`src/hw/rtl/r2fft_pkg.sv`:
```
package r2fft_pkg;

  localparam int DATA_W  = 30;
  localparam int SAMPLE_W = 16;
  localparam int TW_W    = 16;
  localparam int ADDR_W  = 6;
  localparam int LOG_W   = 3;
  localparam int OUT_PER_ITEM = 8;

  typedef enum logic [3:0] {
    ST_LOAD,
    ST_RD_BOT,
    ST_RD_TOP,
    ST_MUL,
    ST_SUM,
    ST_WR_BOT,
    ST_WR_TOP,
    ST_DRAIN_RD,
    ST_DRAIN_OUT,
    ST_WAIT
  } fft_state_t;

  typedef enum logic [2:0] {
    CMD_IDLE,
    CMD_LOAD,
    CMD_RD_BOT,
    CMD_RD_TOP,
    CMD_MUL,
    CMD_SUM,
    CMD_WR_BOT,
    CMD_WR_TOP
  } dp_op_t;

  typedef struct packed {
    dp_op_t            op;
    logic [ADDR_W-1:0] addr;
    logic [4:0]        tw_idx;
  } dp_cmd_t;

  function automatic logic [TW_W-1:0] quarter_cos(input logic [4:0] j);
    logic [TW_W-1:0] v;
    case (j)
      5'd0:  v = 16'd32767;
      5'd1:  v = 16'd32610;
      5'd2:  v = 16'd32138;
      5'd3:  v = 16'd31357;
      5'd4:  v = 16'd30274;
      5'd5:  v = 16'd28899;
      5'd6:  v = 16'd27246;
      5'd7:  v = 16'd25330;
      5'd8:  v = 16'd23170;
      5'd9:  v = 16'd20788;
      5'd10: v = 16'd18205;
      5'd11: v = 16'd15447;
      5'd12: v = 16'd12540;
      5'd13: v = 16'd9512;
      5'd14: v = 16'd6393;
      5'd15: v = 16'd3212;
      default: v = 16'd0;
    endcase
    return v;
  endfunction

  function automatic logic signed [DATA_W-1:0] sat30(input logic signed [DATA_W+1:0] v);
    logic signed [DATA_W-1:0] r;
    if (v > 32'sd536870911) begin
      r = 30'sd536870911;
    end else if (v < -32'sd536870912) begin
      r = -30'sd536870912;
    end else begin
      r = v[DATA_W-1:0];
    end
    return r;
  endfunction

endpackage

```
`src/hw/rtl/r2fft_ctrl.sv`:
```
module r2fft_ctrl #(
  parameter int MAX_LOG = 6
) (
  input  logic                             clk,
  input  logic                             rst,
  input  logic                             cfg_we,
  input  logic [r2fft_pkg::LOG_W-1:0]      cfg_log,
  output logic [r2fft_pkg::LOG_W-1:0]      log2_points,
  input  logic                             in_valid,
  output logic                             in_ready,
  input  logic                             out_ready,
  output logic                             out_valid,
  output logic [r2fft_pkg::ADDR_W-1:0]     out_index,
  output logic                             out_last,
  output logic                             out_load,
  output r2fft_pkg::dp_cmd_t               cmd
);

  localparam int AW = r2fft_pkg::ADDR_W;

  r2fft_pkg::fft_state_t state, state_next;
  logic [AW:0]   load_count, load_count_next;
  logic [2:0]    stage, stage_next;
  logic [AW-1:0] bfly, bfly_next;
  logic [AW-1:0] drain_k, drain_k_next;
  logic [3:0]    burst, burst_next;
  logic [AW:0]   npts;
  logic [AW-1:0] rev, half_mask, top_addr, bot_addr, kk;
  logic [AW-1:0] base;
  logic [AW-1:0] stage_half;
  logic          last_bfly;

  assign npts = (AW+1)'(1) << log2_points;
  assign stage_half = AW'(1) << (stage - 3'd1);
  assign half_mask = stage_half - AW'(1);
  assign kk = bfly & half_mask;
  assign base = (bfly & ~half_mask) << 1;
  assign top_addr = base | kk;
  assign bot_addr = top_addr | stage_half;
  assign last_bfly = (bfly == AW'((npts >> 1) - 1));

  always_comb begin
    rev = '0;
    for (int b = 0; b < AW; b++) begin
      if (b < int'(log2_points)) begin
        rev[int'(log2_points) - 1 - b] = load_count[b];
      end
    end
  end

  always_ff @(posedge clk) begin
    if (rst) begin
      state       <= r2fft_pkg::ST_LOAD;
      load_count  <= '0;
      stage       <= 3'd1;
      bfly        <= '0;
      drain_k     <= '0;
      burst       <= '0;
      log2_points <= (3 > MAX_LOG) ? r2fft_pkg::LOG_W'(MAX_LOG) : r2fft_pkg::LOG_W'(3);
    end else if (cfg_we) begin
      state      <= r2fft_pkg::ST_LOAD;
      load_count <= '0;
      stage      <= 3'd1;
      bfly       <= '0;
      drain_k    <= '0;
      burst      <= '0;
      if (cfg_log < 3'd1) begin
        log2_points <= 3'd1;
      end else if (cfg_log > r2fft_pkg::LOG_W'(MAX_LOG)) begin
        log2_points <= r2fft_pkg::LOG_W'(MAX_LOG);
      end else begin
        log2_points <= cfg_log;
      end
    end else begin
      state      <= state_next;
      load_count <= load_count_next;
      stage      <= stage_next;
      bfly       <= bfly_next;
      drain_k    <= drain_k_next;
      burst      <= burst_next;
    end
  end

  always_comb begin
    state_next      = state;
    load_count_next = load_count;
    stage_next      = stage;
    bfly_next       = bfly;
    drain_k_next    = drain_k;
    burst_next      = burst;
    in_ready        = 1'b0;
    out_valid       = 1'b0;
    out_load        = 1'b0;
    cmd.op          = r2fft_pkg::CMD_IDLE;
    cmd.addr        = drain_k;
    cmd.tw_idx      = 5'(kk << (3'd6 - stage));
    case (state)
      r2fft_pkg::ST_LOAD: begin
        in_ready = 1'b1;
        cmd.addr = rev;
        if (in_valid) begin
          cmd.op = r2fft_pkg::CMD_LOAD;
          load_count_next = load_count + 1'b1;
          if (load_count + 1'b1 == npts) begin
            state_next = r2fft_pkg::ST_RD_BOT;
            stage_next = 3'd1;
            bfly_next  = '0;
          end
        end
      end
      r2fft_pkg::ST_RD_BOT: begin
        cmd.op = r2fft_pkg::CMD_IDLE;
        cmd.addr = bot_addr;
        state_next = r2fft_pkg::ST_RD_TOP;
      end
      r2fft_pkg::ST_RD_TOP: begin
        cmd.op = r2fft_pkg::CMD_RD_TOP;
        cmd.addr = top_addr;
        state_next = r2fft_pkg::ST_MUL;
      end
      r2fft_pkg::ST_MUL: begin
        cmd.op = r2fft_pkg::CMD_MUL;
        state_next = r2fft_pkg::ST_SUM;
      end
      r2fft_pkg::ST_SUM: begin
        cmd.op = r2fft_pkg::CMD_SUM;
        state_next = r2fft_pkg::ST_WR_BOT;
      end
      r2fft_pkg::ST_WR_BOT: begin
        cmd.op = r2fft_pkg::CMD_WR_BOT;
        cmd.addr = bot_addr;
        state_next = r2fft_pkg::ST_WR_TOP;
      end
      r2fft_pkg::ST_WR_TOP: begin
        cmd.op = r2fft_pkg::CMD_WR_TOP;
        cmd.addr = top_addr;
        if (!last_bfly) begin
          bfly_next  = bfly + 1'b1;
          state_next = r2fft_pkg::ST_RD_BOT;
        end else if (stage != log2_points) begin
          bfly_next  = '0;
          stage_next = stage + 3'd1;
          state_next = r2fft_pkg::ST_RD_BOT;
        end else begin
          drain_k_next = '0;
          burst_next   = '0;
          state_next   = r2fft_pkg::ST_DRAIN_RD;
        end
      end
      r2fft_pkg::ST_DRAIN_RD: begin
        cmd.addr = drain_k;
        state_next = r2fft_pkg::ST_DRAIN_OUT;
      end
      r2fft_pkg::ST_DRAIN_OUT: begin
        out_valid = 1'b1;
        out_load  = 1'b0;
        if (out_ready) begin
          drain_k_next = drain_k + 1'b1;
          burst_next   = burst + 4'd1;
          if ((AW+1)'(drain_k) + 1'b1 == npts) begin
            load_count_next = '0;
            state_next = r2fft_pkg::ST_LOAD;
          end else if (burst + 4'd1 == 4'(r2fft_pkg::OUT_PER_ITEM)) begin
            state_next = r2fft_pkg::ST_WAIT;
          end else begin
            state_next = r2fft_pkg::ST_DRAIN_RD;
          end
        end
      end
      r2fft_pkg::ST_WAIT: begin
        in_ready = 1'b1;
        if (in_valid) begin
          burst_next = '0;
          state_next = r2fft_pkg::ST_DRAIN_RD;
        end
      end
      default: state_next = r2fft_pkg::ST_LOAD;
    endcase
  end

  assign out_index = drain_k;
  assign out_last  = ((AW+1)'(drain_k) + 1'b1 == npts);

endmodule
```
`config.mk`:
```
export PLATFORM = sky130hd
export DESIGN_NAME = r2fft_ctrl
export DESIGN_NICKNAME = d
export VERILOG_FILES = /design/src/hw/rtl/r2fft_pkg.sv /design/src/hw/rtl/r2fft_ctrl.sv
export SDC_FILE = /design/constraint.sdc
export NUM_CORES = 1
export LEC_CHECK = 0
export BUFFER_PORTS_ARGS = -buffer_cell sky130_fd_sc_hd__buf_2
export CAP_MARGIN = 20
export CORE_AREA = 4 4 85 87
export CTS_CLUSTER_DIAMETER = 80
export DETAILED_ROUTE_END_ITERATION = 16
export DIE_AREA = 0 0 89 91
export GPL_ROUTABILITY_DRIVEN = 0
export GPL_TIMING_DRIVEN = 0
export PLACE_DENSITY = 0.83
export SETUP_SLACK_MARGIN = 0.2
export SLEW_MARGIN = 10
export SYNTH_ARGS = -nofsm -noshare
export SYNTH_HDL_FRONTEND = slang
export SYNTH_SLANG_ARGS = --single-unit
```
`constraint.sdc`:
```
create_clock -name clk -period 3.4 [get_ports clk]
set_input_delay 0.17 -clock clk [delete_from_list [all_inputs] [get_ports clk]]
set_output_delay 0.17 -clock clk [all_outputs]
set_load 0.02 [all_outputs]
```
==> metrics.log, run 1 <==
[metrics] DRC violations left: 0
[metrics] R2R Setup Slk: roughly 0.35 ns
[metrics] leading cell types in the layout, fill and taps excluded: sky130_fd_sc_hd__nand2_1 (49), sky130_fd_sc_hd__a21oi_1 (42), sky130_fd_sc_hd__buf_2 (38), sky130_fd_sc_hd__nor2_1 (35), sky130_fd_sc_hd__o21ai_0 (35)
[metrics] share of final-layout standard cells stronger than drive strength 1: approximately 18%
[metrics] die area: 8100 sq um
[metrics] final cycle utilization of the critical path: between 90% and 100%
[metrics] maximum clock rate: 320 MHz
[metrics] overflow left after global routing: 0
[metrics] total placed cells including tap cells: between 600 and 700
[metrics] sequential-to-total area share from yosys stat: ~18%
[metrics] total length of routed wires: approximately 11 mm
[metrics] per-cell routed wire length: 17.8 um
[metrics] number of inserted diodes: 0
[metrics] Post-Synth XOR/XNOR Area: under 10%
[metrics] simple-gate share of the synthesized area: approximately 29%
[metrics] Distinct cells, synth: between 70 and 80
[metrics] WHS Endpoint: log2_points[2]$_SDFFE_PP0P_
[metrics] R2R Path End: stage[0]$_SDFFE_PP1P_
[metrics] hold_ws: 0.0522 ns
[metrics] total power density per cell area: ~250 nW/um^2
[metrics] Die X: 89 um
[metrics] total core area: 6350 sq um
[metrics] Hold Path Class: primary input to flop
[metrics] Worst Setup Slack post-DPL: -0.212 ns
[metrics] root cell of the clock tree: sky130_fd_sc_hd__clkbuf_8
[metrics] number of synthesized flops with an enable pin: 0
[metrics] Syn Area/Cell: slightly above 7 sq um
[metrics] count of maximum capacitance violations: 0
[metrics] final-layout setup total negative slack: 0 ns
[metrics] critical path class: flop to primary output
[metrics] element type at the critical path end: primary output
[metrics] maximum fanout along the worst path: 12
[metrics] Worst Setup Start Kind: flop
[metrics] quantity of hold-fixing buffers added after cts: 0
[metrics] worst setup slack after layout: between 0.2 and 0.3 ns
[metrics] complex-gate fraction of the synthesized area: 27.5%
[metrics] final number of setup-violating endpoints: 0
[metrics] area share of fa/ha/maj cells after synthesis: under 10%
[metrics] half-perimeter wire length after placement: about 8.3 mm
[metrics] clock buffers created by TritonCTS: 5
[metrics] via count of the first global-routing pass: 3951
[metrics] run status: completed
[metrics] CTS HTree Levels: 2
[metrics] vertical die dimension: between 90 and 100 um
[metrics] Critical R2R Launch: log2_points[0]$_SDFFE_PP1P_
[metrics] FF+latch count, synth: 33
[metrics] starting density of the core: about three fifths
[metrics] dominant register cell in the synthesized netlist: sky130_fd_sc_hd__dfxtp_1
[metrics] placement row count: 29
[metrics] post-synth design cell area: around 3800 sq um
[metrics] normalized max-slew margin: about a third
[metrics] number of buffers between clock root and the deepest sink: 2
[metrics] worst voltage drop across the vdd grid: between 0.15 and 0.2 mV
[metrics] count of pins over their slew limit: 0
[metrics] share of flip-flops with an asynchronous set or reset after synthesis: 0%
[metrics] Net Count, Synth: about 560
[metrics] antenna-violating nets left: 0
[metrics] final instance count without filler cells: ~640
[metrics] total routing resource utilization after global routing: around 28%
[metrics] P_leak: 1.64 nW
[metrics] nets@finish: around 600
[metrics] depth of the worst register-to-register path: 15
[metrics] CTS sink cnt: 33
[metrics] total of buffers placed on input and output ports: 31
[metrics] Area growth, synth to finish: 13.3%
[metrics] Cells after Synth: roughly 520
[metrics] worst hold path stage count: 2
[metrics] iteration-0 DRC count of the detailed router: 490
[metrics] final clock skew: between 0.008 and 0.009 ns
[metrics] TritonCTS clock tree: done
[metrics] hold violation count in the final report: 0
[metrics] yosys warns: 0
[metrics] main combinational cell family by area after synthesis: simple AND/OR/NAND/NOR gates
[metrics] worst hold path startpoint: rst
[metrics] via/cell ratio: between 6 and 7
[metrics] critical path data required time: around 3.2 ns
[metrics] number of top-level pins: 35
[metrics] multiplexer share of the synthesized area: under 10%
[metrics] wire length of the first global-routing pass: between 15 and 20 mm
[metrics] antenna violations before repair: 0
[metrics] via count: 4264
[metrics] setup repair after global routing missed its margin: no
[metrics] drt first pass iters: 7
[metrics] Arrival @ worst endpoint: about 3.0 ns
[metrics] clock latency at the later pin of the worst-skew pair: about 0.3 ns
[metrics] final critical delay including setup and external delays: between 3 and 4 ns
[metrics] maximum number of pins on one net before global-route repair: 13
[metrics] slew at the pin with the worst max-slew slack: 0.986 ns
[metrics] clk slew on worst S/H paths: around 0.09 ns
[metrics] most common cell after layout, fill and taps aside: sky130_fd_sc_hd__nand2_1
## what timing repair did
item	4_1_cts	5_1_grt
resized for setup	15	19
pin swaps	1	1
cloned	0	0
setup endpoints to repair	30	22
setup buffers	1	5
## power breakdown
group	internal (mW)	switching (mW)	leakage, nW
Clock	0.220	0.184	0.0543
Combinational	0.0922	0.153	1.31
Sequential	0.389	0.00633	0.267
## cell type report
type / count / area, sq um
timing repair buffer: 37 / 200
clock buffer: 5 / 68.8
sequential: 33 / 671
tap: 77 / 96.3
buffer: 43 / 254
multi-input combinational: 425 / 2830
inverter: 21 / 85.1
fill: 508 / 2100
clock inverter: 3 / 46.3
## Yosys cell counts (7+ instances only)
| master | count | area share, % |
|---|---|---|
| sky130_fd_sc_hd__ha_1 | 24 | 8.0 |
| sky130_fd_sc_hd__nand4_1 | 16 | 2.7 |
| sky130_fd_sc_hd__a31oi_1 | 17 | 2.8 |
| sky130_fd_sc_hd__inv_1 | 20 | 2.0 |
| sky130_fd_sc_hd__nor2_1 | 36 | 3.6 |
| sky130_fd_sc_hd__xnor2_1 | 23 | 5.4 |
| sky130_fd_sc_hd__buf_2 | 7 | 0.93 |
| sky130_fd_sc_hd__nand2b_1 | 12 | 2.0 |
| sky130_fd_sc_hd__nand2_1 | 49 | 4.9 |
| sky130_fd_sc_hd__a21oi_1 | 43 | 5.7 |
| sky130_fd_sc_hd__o21ai_0 | 36 | 4.8 |
| sky130_fd_sc_hd__o211ai_1 | 11 | 2.2 |
| sky130_fd_sc_hd__clkbuf_1 | 24 | 2.4 |
| sky130_fd_sc_hd__xor2_1 | 10 | 2.3 |
| sky130_fd_sc_hd__nor3_1 | 12 | 1.6 |
| sky130_fd_sc_hd__nand3_1 | 28 | 3.7 |
| sky130_fd_sc_hd__and3_1 | 7 | 1.2 |
| sky130_fd_sc_hd__dfxtp_1 | 33 | 18 |
## sequential cells by signal, summed over array words and instances (netlist names)
signal,count
burst,4
stage,3
state,4
log2_points,3
bfly,6
out_index,6
load_count,7
## routing by layer
metal / part of all wire (%) / GRT usage (%) / up-vias
li1: - / - / 1987
met2: 47 / 45.1 / 258
met5: 0 / 0 / -
met3: 10 / 4.16 / 28
met4: 2.7 / 10.8 / 0
met1: 40 / 37.7 / 1991
## cells by family (layout without fill, tap and decap cells)
kind of cell	after synthesis	in the layout
DFF	33	33
buffers and inverters	65	109
muxes	6	6
adders and majority gates	24	24
xor gates and xnor gates	34	34
other	1	1
AOI/OAI and AO/OA	158	158
and+or+nand+nor	202	202
## critical path, stage by stage, from the launching register on
cell and delay [ns]:
sky130_fd_sc_hd__dfxtp_4 0.39, sky130_fd_sc_hd__inv_1 0.08, sky130_fd_sc_hd__clkbuf_4 0.20, sky130_fd_sc_hd__ha_1 0.21, sky130_fd_sc_hd__clkbuf_2 0.19, sky130_fd_sc_hd__xnor2_1 0.42, sky130_fd_sc_hd__nor2_1 0.08, sky130_fd_sc_hd__nand4_1 0.11
sky130_fd_sc_hd__o211ai_1 0.12, sky130_fd_sc_hd__o31ai_1 0.26, sky130_fd_sc_hd__a21oi_1 0.10, sky130_fd_sc_hd__a2111o_1 0.31, sky130_fd_sc_hd__buf_2 0.17
## per-stage QoR
step                utilization [%]  instance area [sq um]  power, mW
detailed placement             63.1                   4000      0.630
CTS                            65.7                   4170       1.03
global placement               63.1                   4000      0.624
floorplan                         -                   3750      0.576
finish                         66.9                   4250       1.05
global route                   66.9                   4250       1.08
## worst max path at each step
stage | start | end | slack, ns | cells past startpoint
floorplan | stage[0]$_SDFFE_PP1P_ | cmd[4] | 0.29 | 13
finish | log2_points[0]$_SDFFE_PP1P_ | cmd[7] | 0.28 | 12
detailed placement | stage[0]$_SDFFE_PP1P_ | cmd[7] | -0.21 | 12
global placement | stage[0]$_SDFFE_PP1P_ | cmd[8] | -0.1 | 13
global route | log2_points[0]$_SDFFE_PP1P_ | cmd[7] | 0.19 | 12
CTS | log2_points[2]$_SDFFE_PP0P_ | cmd[10] | 0.14 | 12
Power figures use the tool's default switching activity.
==> run 2: changes to the inputs <==
--- a/config.mk
+++ b/config.mk
@@ -14,8 +14,10 @@
 export GPL_ROUTABILITY_DRIVEN = 0
 export GPL_TIMING_DRIVEN = 0
 export PLACE_DENSITY = 0.83
+export RECOVER_POWER = 100
 export SETUP_SLACK_MARGIN = 0.2
 export SLEW_MARGIN = 10
 export SYNTH_ARGS = -nofsm -noshare
 export SYNTH_HDL_FRONTEND = slang
 export SYNTH_SLANG_ARGS = --single-unit
+export TNS_END_PERCENT = 50
==> run 2 against run 1 <==
Flip-flop and latch count is the same. Clock skew shrank 0.00085 ns. Utilization shrank 0.63 points. Maximum frequency fell by 0.12%. First-iteration DRC count down 3.1%. Final area shrank 0.94%. Hold slack better by 0.010 ns. Via count fell by 0.30%. Combinational power is essentially flat. Sequential power hardly changed. Global-route usage did not move. Critical path type unchanged. Largest power group unchanged.
==> metrics.log, run 2 (synthesis gave the netlist of run 1 again) <==
[metrics] run status: completed
[metrics] critical path class: flop to primary output
[metrics] leading cell types in the layout, fill and taps excluded: sky130_fd_sc_hd__nand2_1 (50), sky130_fd_sc_hd__a21oi_1 (42), sky130_fd_sc_hd__nor2_1 (35), sky130_fd_sc_hd__o21ai_0 (35), sky130_fd_sc_hd__clkbuf_1 (32)
[metrics] critical path data required time: around 3.2 ns
[metrics] overflow left after global routing: 0
[metrics] clk slew on worst S/H paths: approximately 0.090 ns
[metrics] total routing resource utilization after global routing: around 28%
[metrics] placement row count: 29
[metrics] nets@finish: about 600
[metrics] total power density per cell area: roughly 250 nW/um^2
[metrics] Die X: 89 um
[metrics] number of buffers between clock root and the deepest sink: 2
[metrics] Worst Setup Start Kind: flop
[metrics] worst voltage drop across the vdd grid: approximately 0.17 mV
[metrics] number of top-level pins: 35
[metrics] Area growth, synth to finish: 12.2%
[metrics] DRC violations left: 0
[metrics] worst hold path startpoint: rst
[metrics] root cell of the clock tree: sky130_fd_sc_hd__clkbuf_8
[metrics] die area: between 8000 and 9000 sq um
[metrics] share of final-layout standard cells stronger than drive strength 1: approximately 15%
[metrics] final-layout setup total negative slack: 0 ns
[metrics] total placed cells including tap cells: 631
[metrics] final clock skew: roughly 0.0077 ns
[metrics] TritonCTS clock tree: done
[metrics] largest register by flop count: load_count
[metrics] count of maximum capacitance violations: 0
[metrics] via count: about 4300
[metrics] setup repair after global routing missed its margin: no
[metrics] final cycle utilization of the critical path: between 90% and 100%
[metrics] normalized max-slew margin: 32.7%
[metrics] most common cell after layout, fill and taps aside: sky130_fd_sc_hd__nand2_1
[metrics] max FFs per register: 7
[metrics] P_leak: around 1.6 nW
[metrics] count of pins over their slew limit: 0
[metrics] iteration-0 DRC count of the detailed router: between 400 and 500
[metrics] clock latency at the later pin of the worst-skew pair: 0.30 ns
[metrics] maximum number of pins on one net before global-route repair: 13
[metrics] number of fill cells: around 520
[metrics] wire length of the first global-routing pass: approximately 19 mm
[metrics] drt first pass iters: 7
[metrics] per-cell routed wire length: between 15 and 20 um
[metrics] CTS sink cnt: 33
[metrics] Critical R2R Launch: log2_points[0]$_SDFFE_PP1P_
[metrics] total core area: between 6000 and 7000 sq um
[metrics] vertical die dimension: roughly 91 um
[metrics] total length of routed wires: about 11 mm
[metrics] placed standard-cell area: approximately 4000 sq um
[metrics] hold violation count in the final report: 0
[metrics] Arrival @ worst endpoint: between 2 and 3 ns
[metrics] area of all placed cells without fillers: between 4000 and 5000 sq um
[metrics] maximum fanout along the worst path: 12
[metrics] half-perimeter wire length after placement: approximately 8.3 mm
[metrics] worst setup path startpoint: log2_points[0]$_SDFFE_PP1P_
[metrics] via count of the first global-routing pass: 3951
[metrics] Hold Path Class: primary input to flop
[metrics] total of buffers placed on input and output ports: 31
[metrics] antenna violations before repair: 0
[metrics] final number of setup-violating endpoints: 0
[metrics] element type at the critical path end: primary output
[metrics] final critical delay including setup and external delays: approximately 3.1 ns
[metrics] slew at the pin with the worst max-slew slack: between 1 and 1.5 ns
[metrics] starting density of the core: around 59%
[metrics] antenna-violating nets left: 0
[metrics] via/cell ratio: roughly 6.6
[metrics] maximum clock rate: around 320 MHz
[metrics] clock buffers created by TritonCTS: 5
[metrics] quantity of hold-fixing buffers added after cts: 0
[metrics] final instance count without filler cells: approximately 640
[metrics] CTS HTree Levels: 2
[metrics] number of inserted diodes: 0
run 2: changes by cell type in the layout (fill, tap and decap cells not counted), sizes merged:
cell | previous run | this run
buf | 55 | 40
clkbuf | 30 | 45
run 2: power breakdown:
part	leakage [nW]	switching, mW	internal (mW)	total [mW]
Combinational	1.25	0.152	0.0909	0.243
Clock	0.0543	0.184	0.220	0.403
Sequential	0.266	0.00627	0.389	0.395
run 2: stage by stage:
stage                     setup WS (ns)  hold WS [ns]  util, %  power [mW]
after global placement          -0.0983         0.375     63.1       0.624
after global routing              0.120        0.0784     66.3        1.08
after floorplan                   0.287         0.242        -       0.576
after detailed placement         -0.212         0.387     63.1       0.630
after CTS                         0.142        0.0626     65.7        1.03
final                             0.272        0.0622     66.3        1.04
run 2: cell type report:
cell class	count	area, sq um	area share (%)
clock inverters	3	46.3	1.10
clock buffers	5	68.8	1.63
repair buffers	37	181	4.31
plain buffers	43	254	6.03
well taps	77	96.3	2.29
inverters	21	85.1	2.02
flip-flops and latches	33	669	15.9
multi-input cells	425	2810	66.7
run 2: path summary, 6_finish.rpt:
kind	endpoint	slack, ns	depth (start not counted)
setup reg to reg	stage[0]$_SDFFE_PP1P_	0.30	15
hold reg to reg	burst[1]$_SDFFE_PP0P_	0.48	2
setup / recovery	cmd[7]	0.27	12
hold / removal	log2_points[2]$_SDFFE_PP0P_	0.06	2
run 2: timing repair:
item                       4_1_cts  5_1_grt
pin swaps                        1        1
setup buffers                    1        5
setup endpoints to repair       30       22
resized for setup               15       19
run 2: worst max-delay path, stage by stage, from the launching register on:
cell	delay (ns)
sky130_fd_sc_hd__dfxtp_4	0.39
sky130_fd_sc_hd__inv_1	0.08
sky130_fd_sc_hd__clkbuf_4	0.20
sky130_fd_sc_hd__ha_1	0.21
sky130_fd_sc_hd__clkbuf_2	0.18
sky130_fd_sc_hd__xnor2_1	0.43
sky130_fd_sc_hd__nor2_1	0.08
sky130_fd_sc_hd__nand4_1	0.11
sky130_fd_sc_hd__o211ai_1	0.13
sky130_fd_sc_hd__o31ai_1	0.26
sky130_fd_sc_hd__a21oi_1	0.09
sky130_fd_sc_hd__a2111o_1	0.31
sky130_fd_sc_hd__buf_2	0.17
run 2: metal layers:
layer / wire, um / vias to the layer above / GRT usage [%]
met5: 0 / - / 0
met4: 297 / 0 / 10.8
met3: 1120 / 32 / 4.16
met2: 5410 / 270 / 45.1
met1: 4610 / 1959 / 37.7
li1: - / 1990 / -
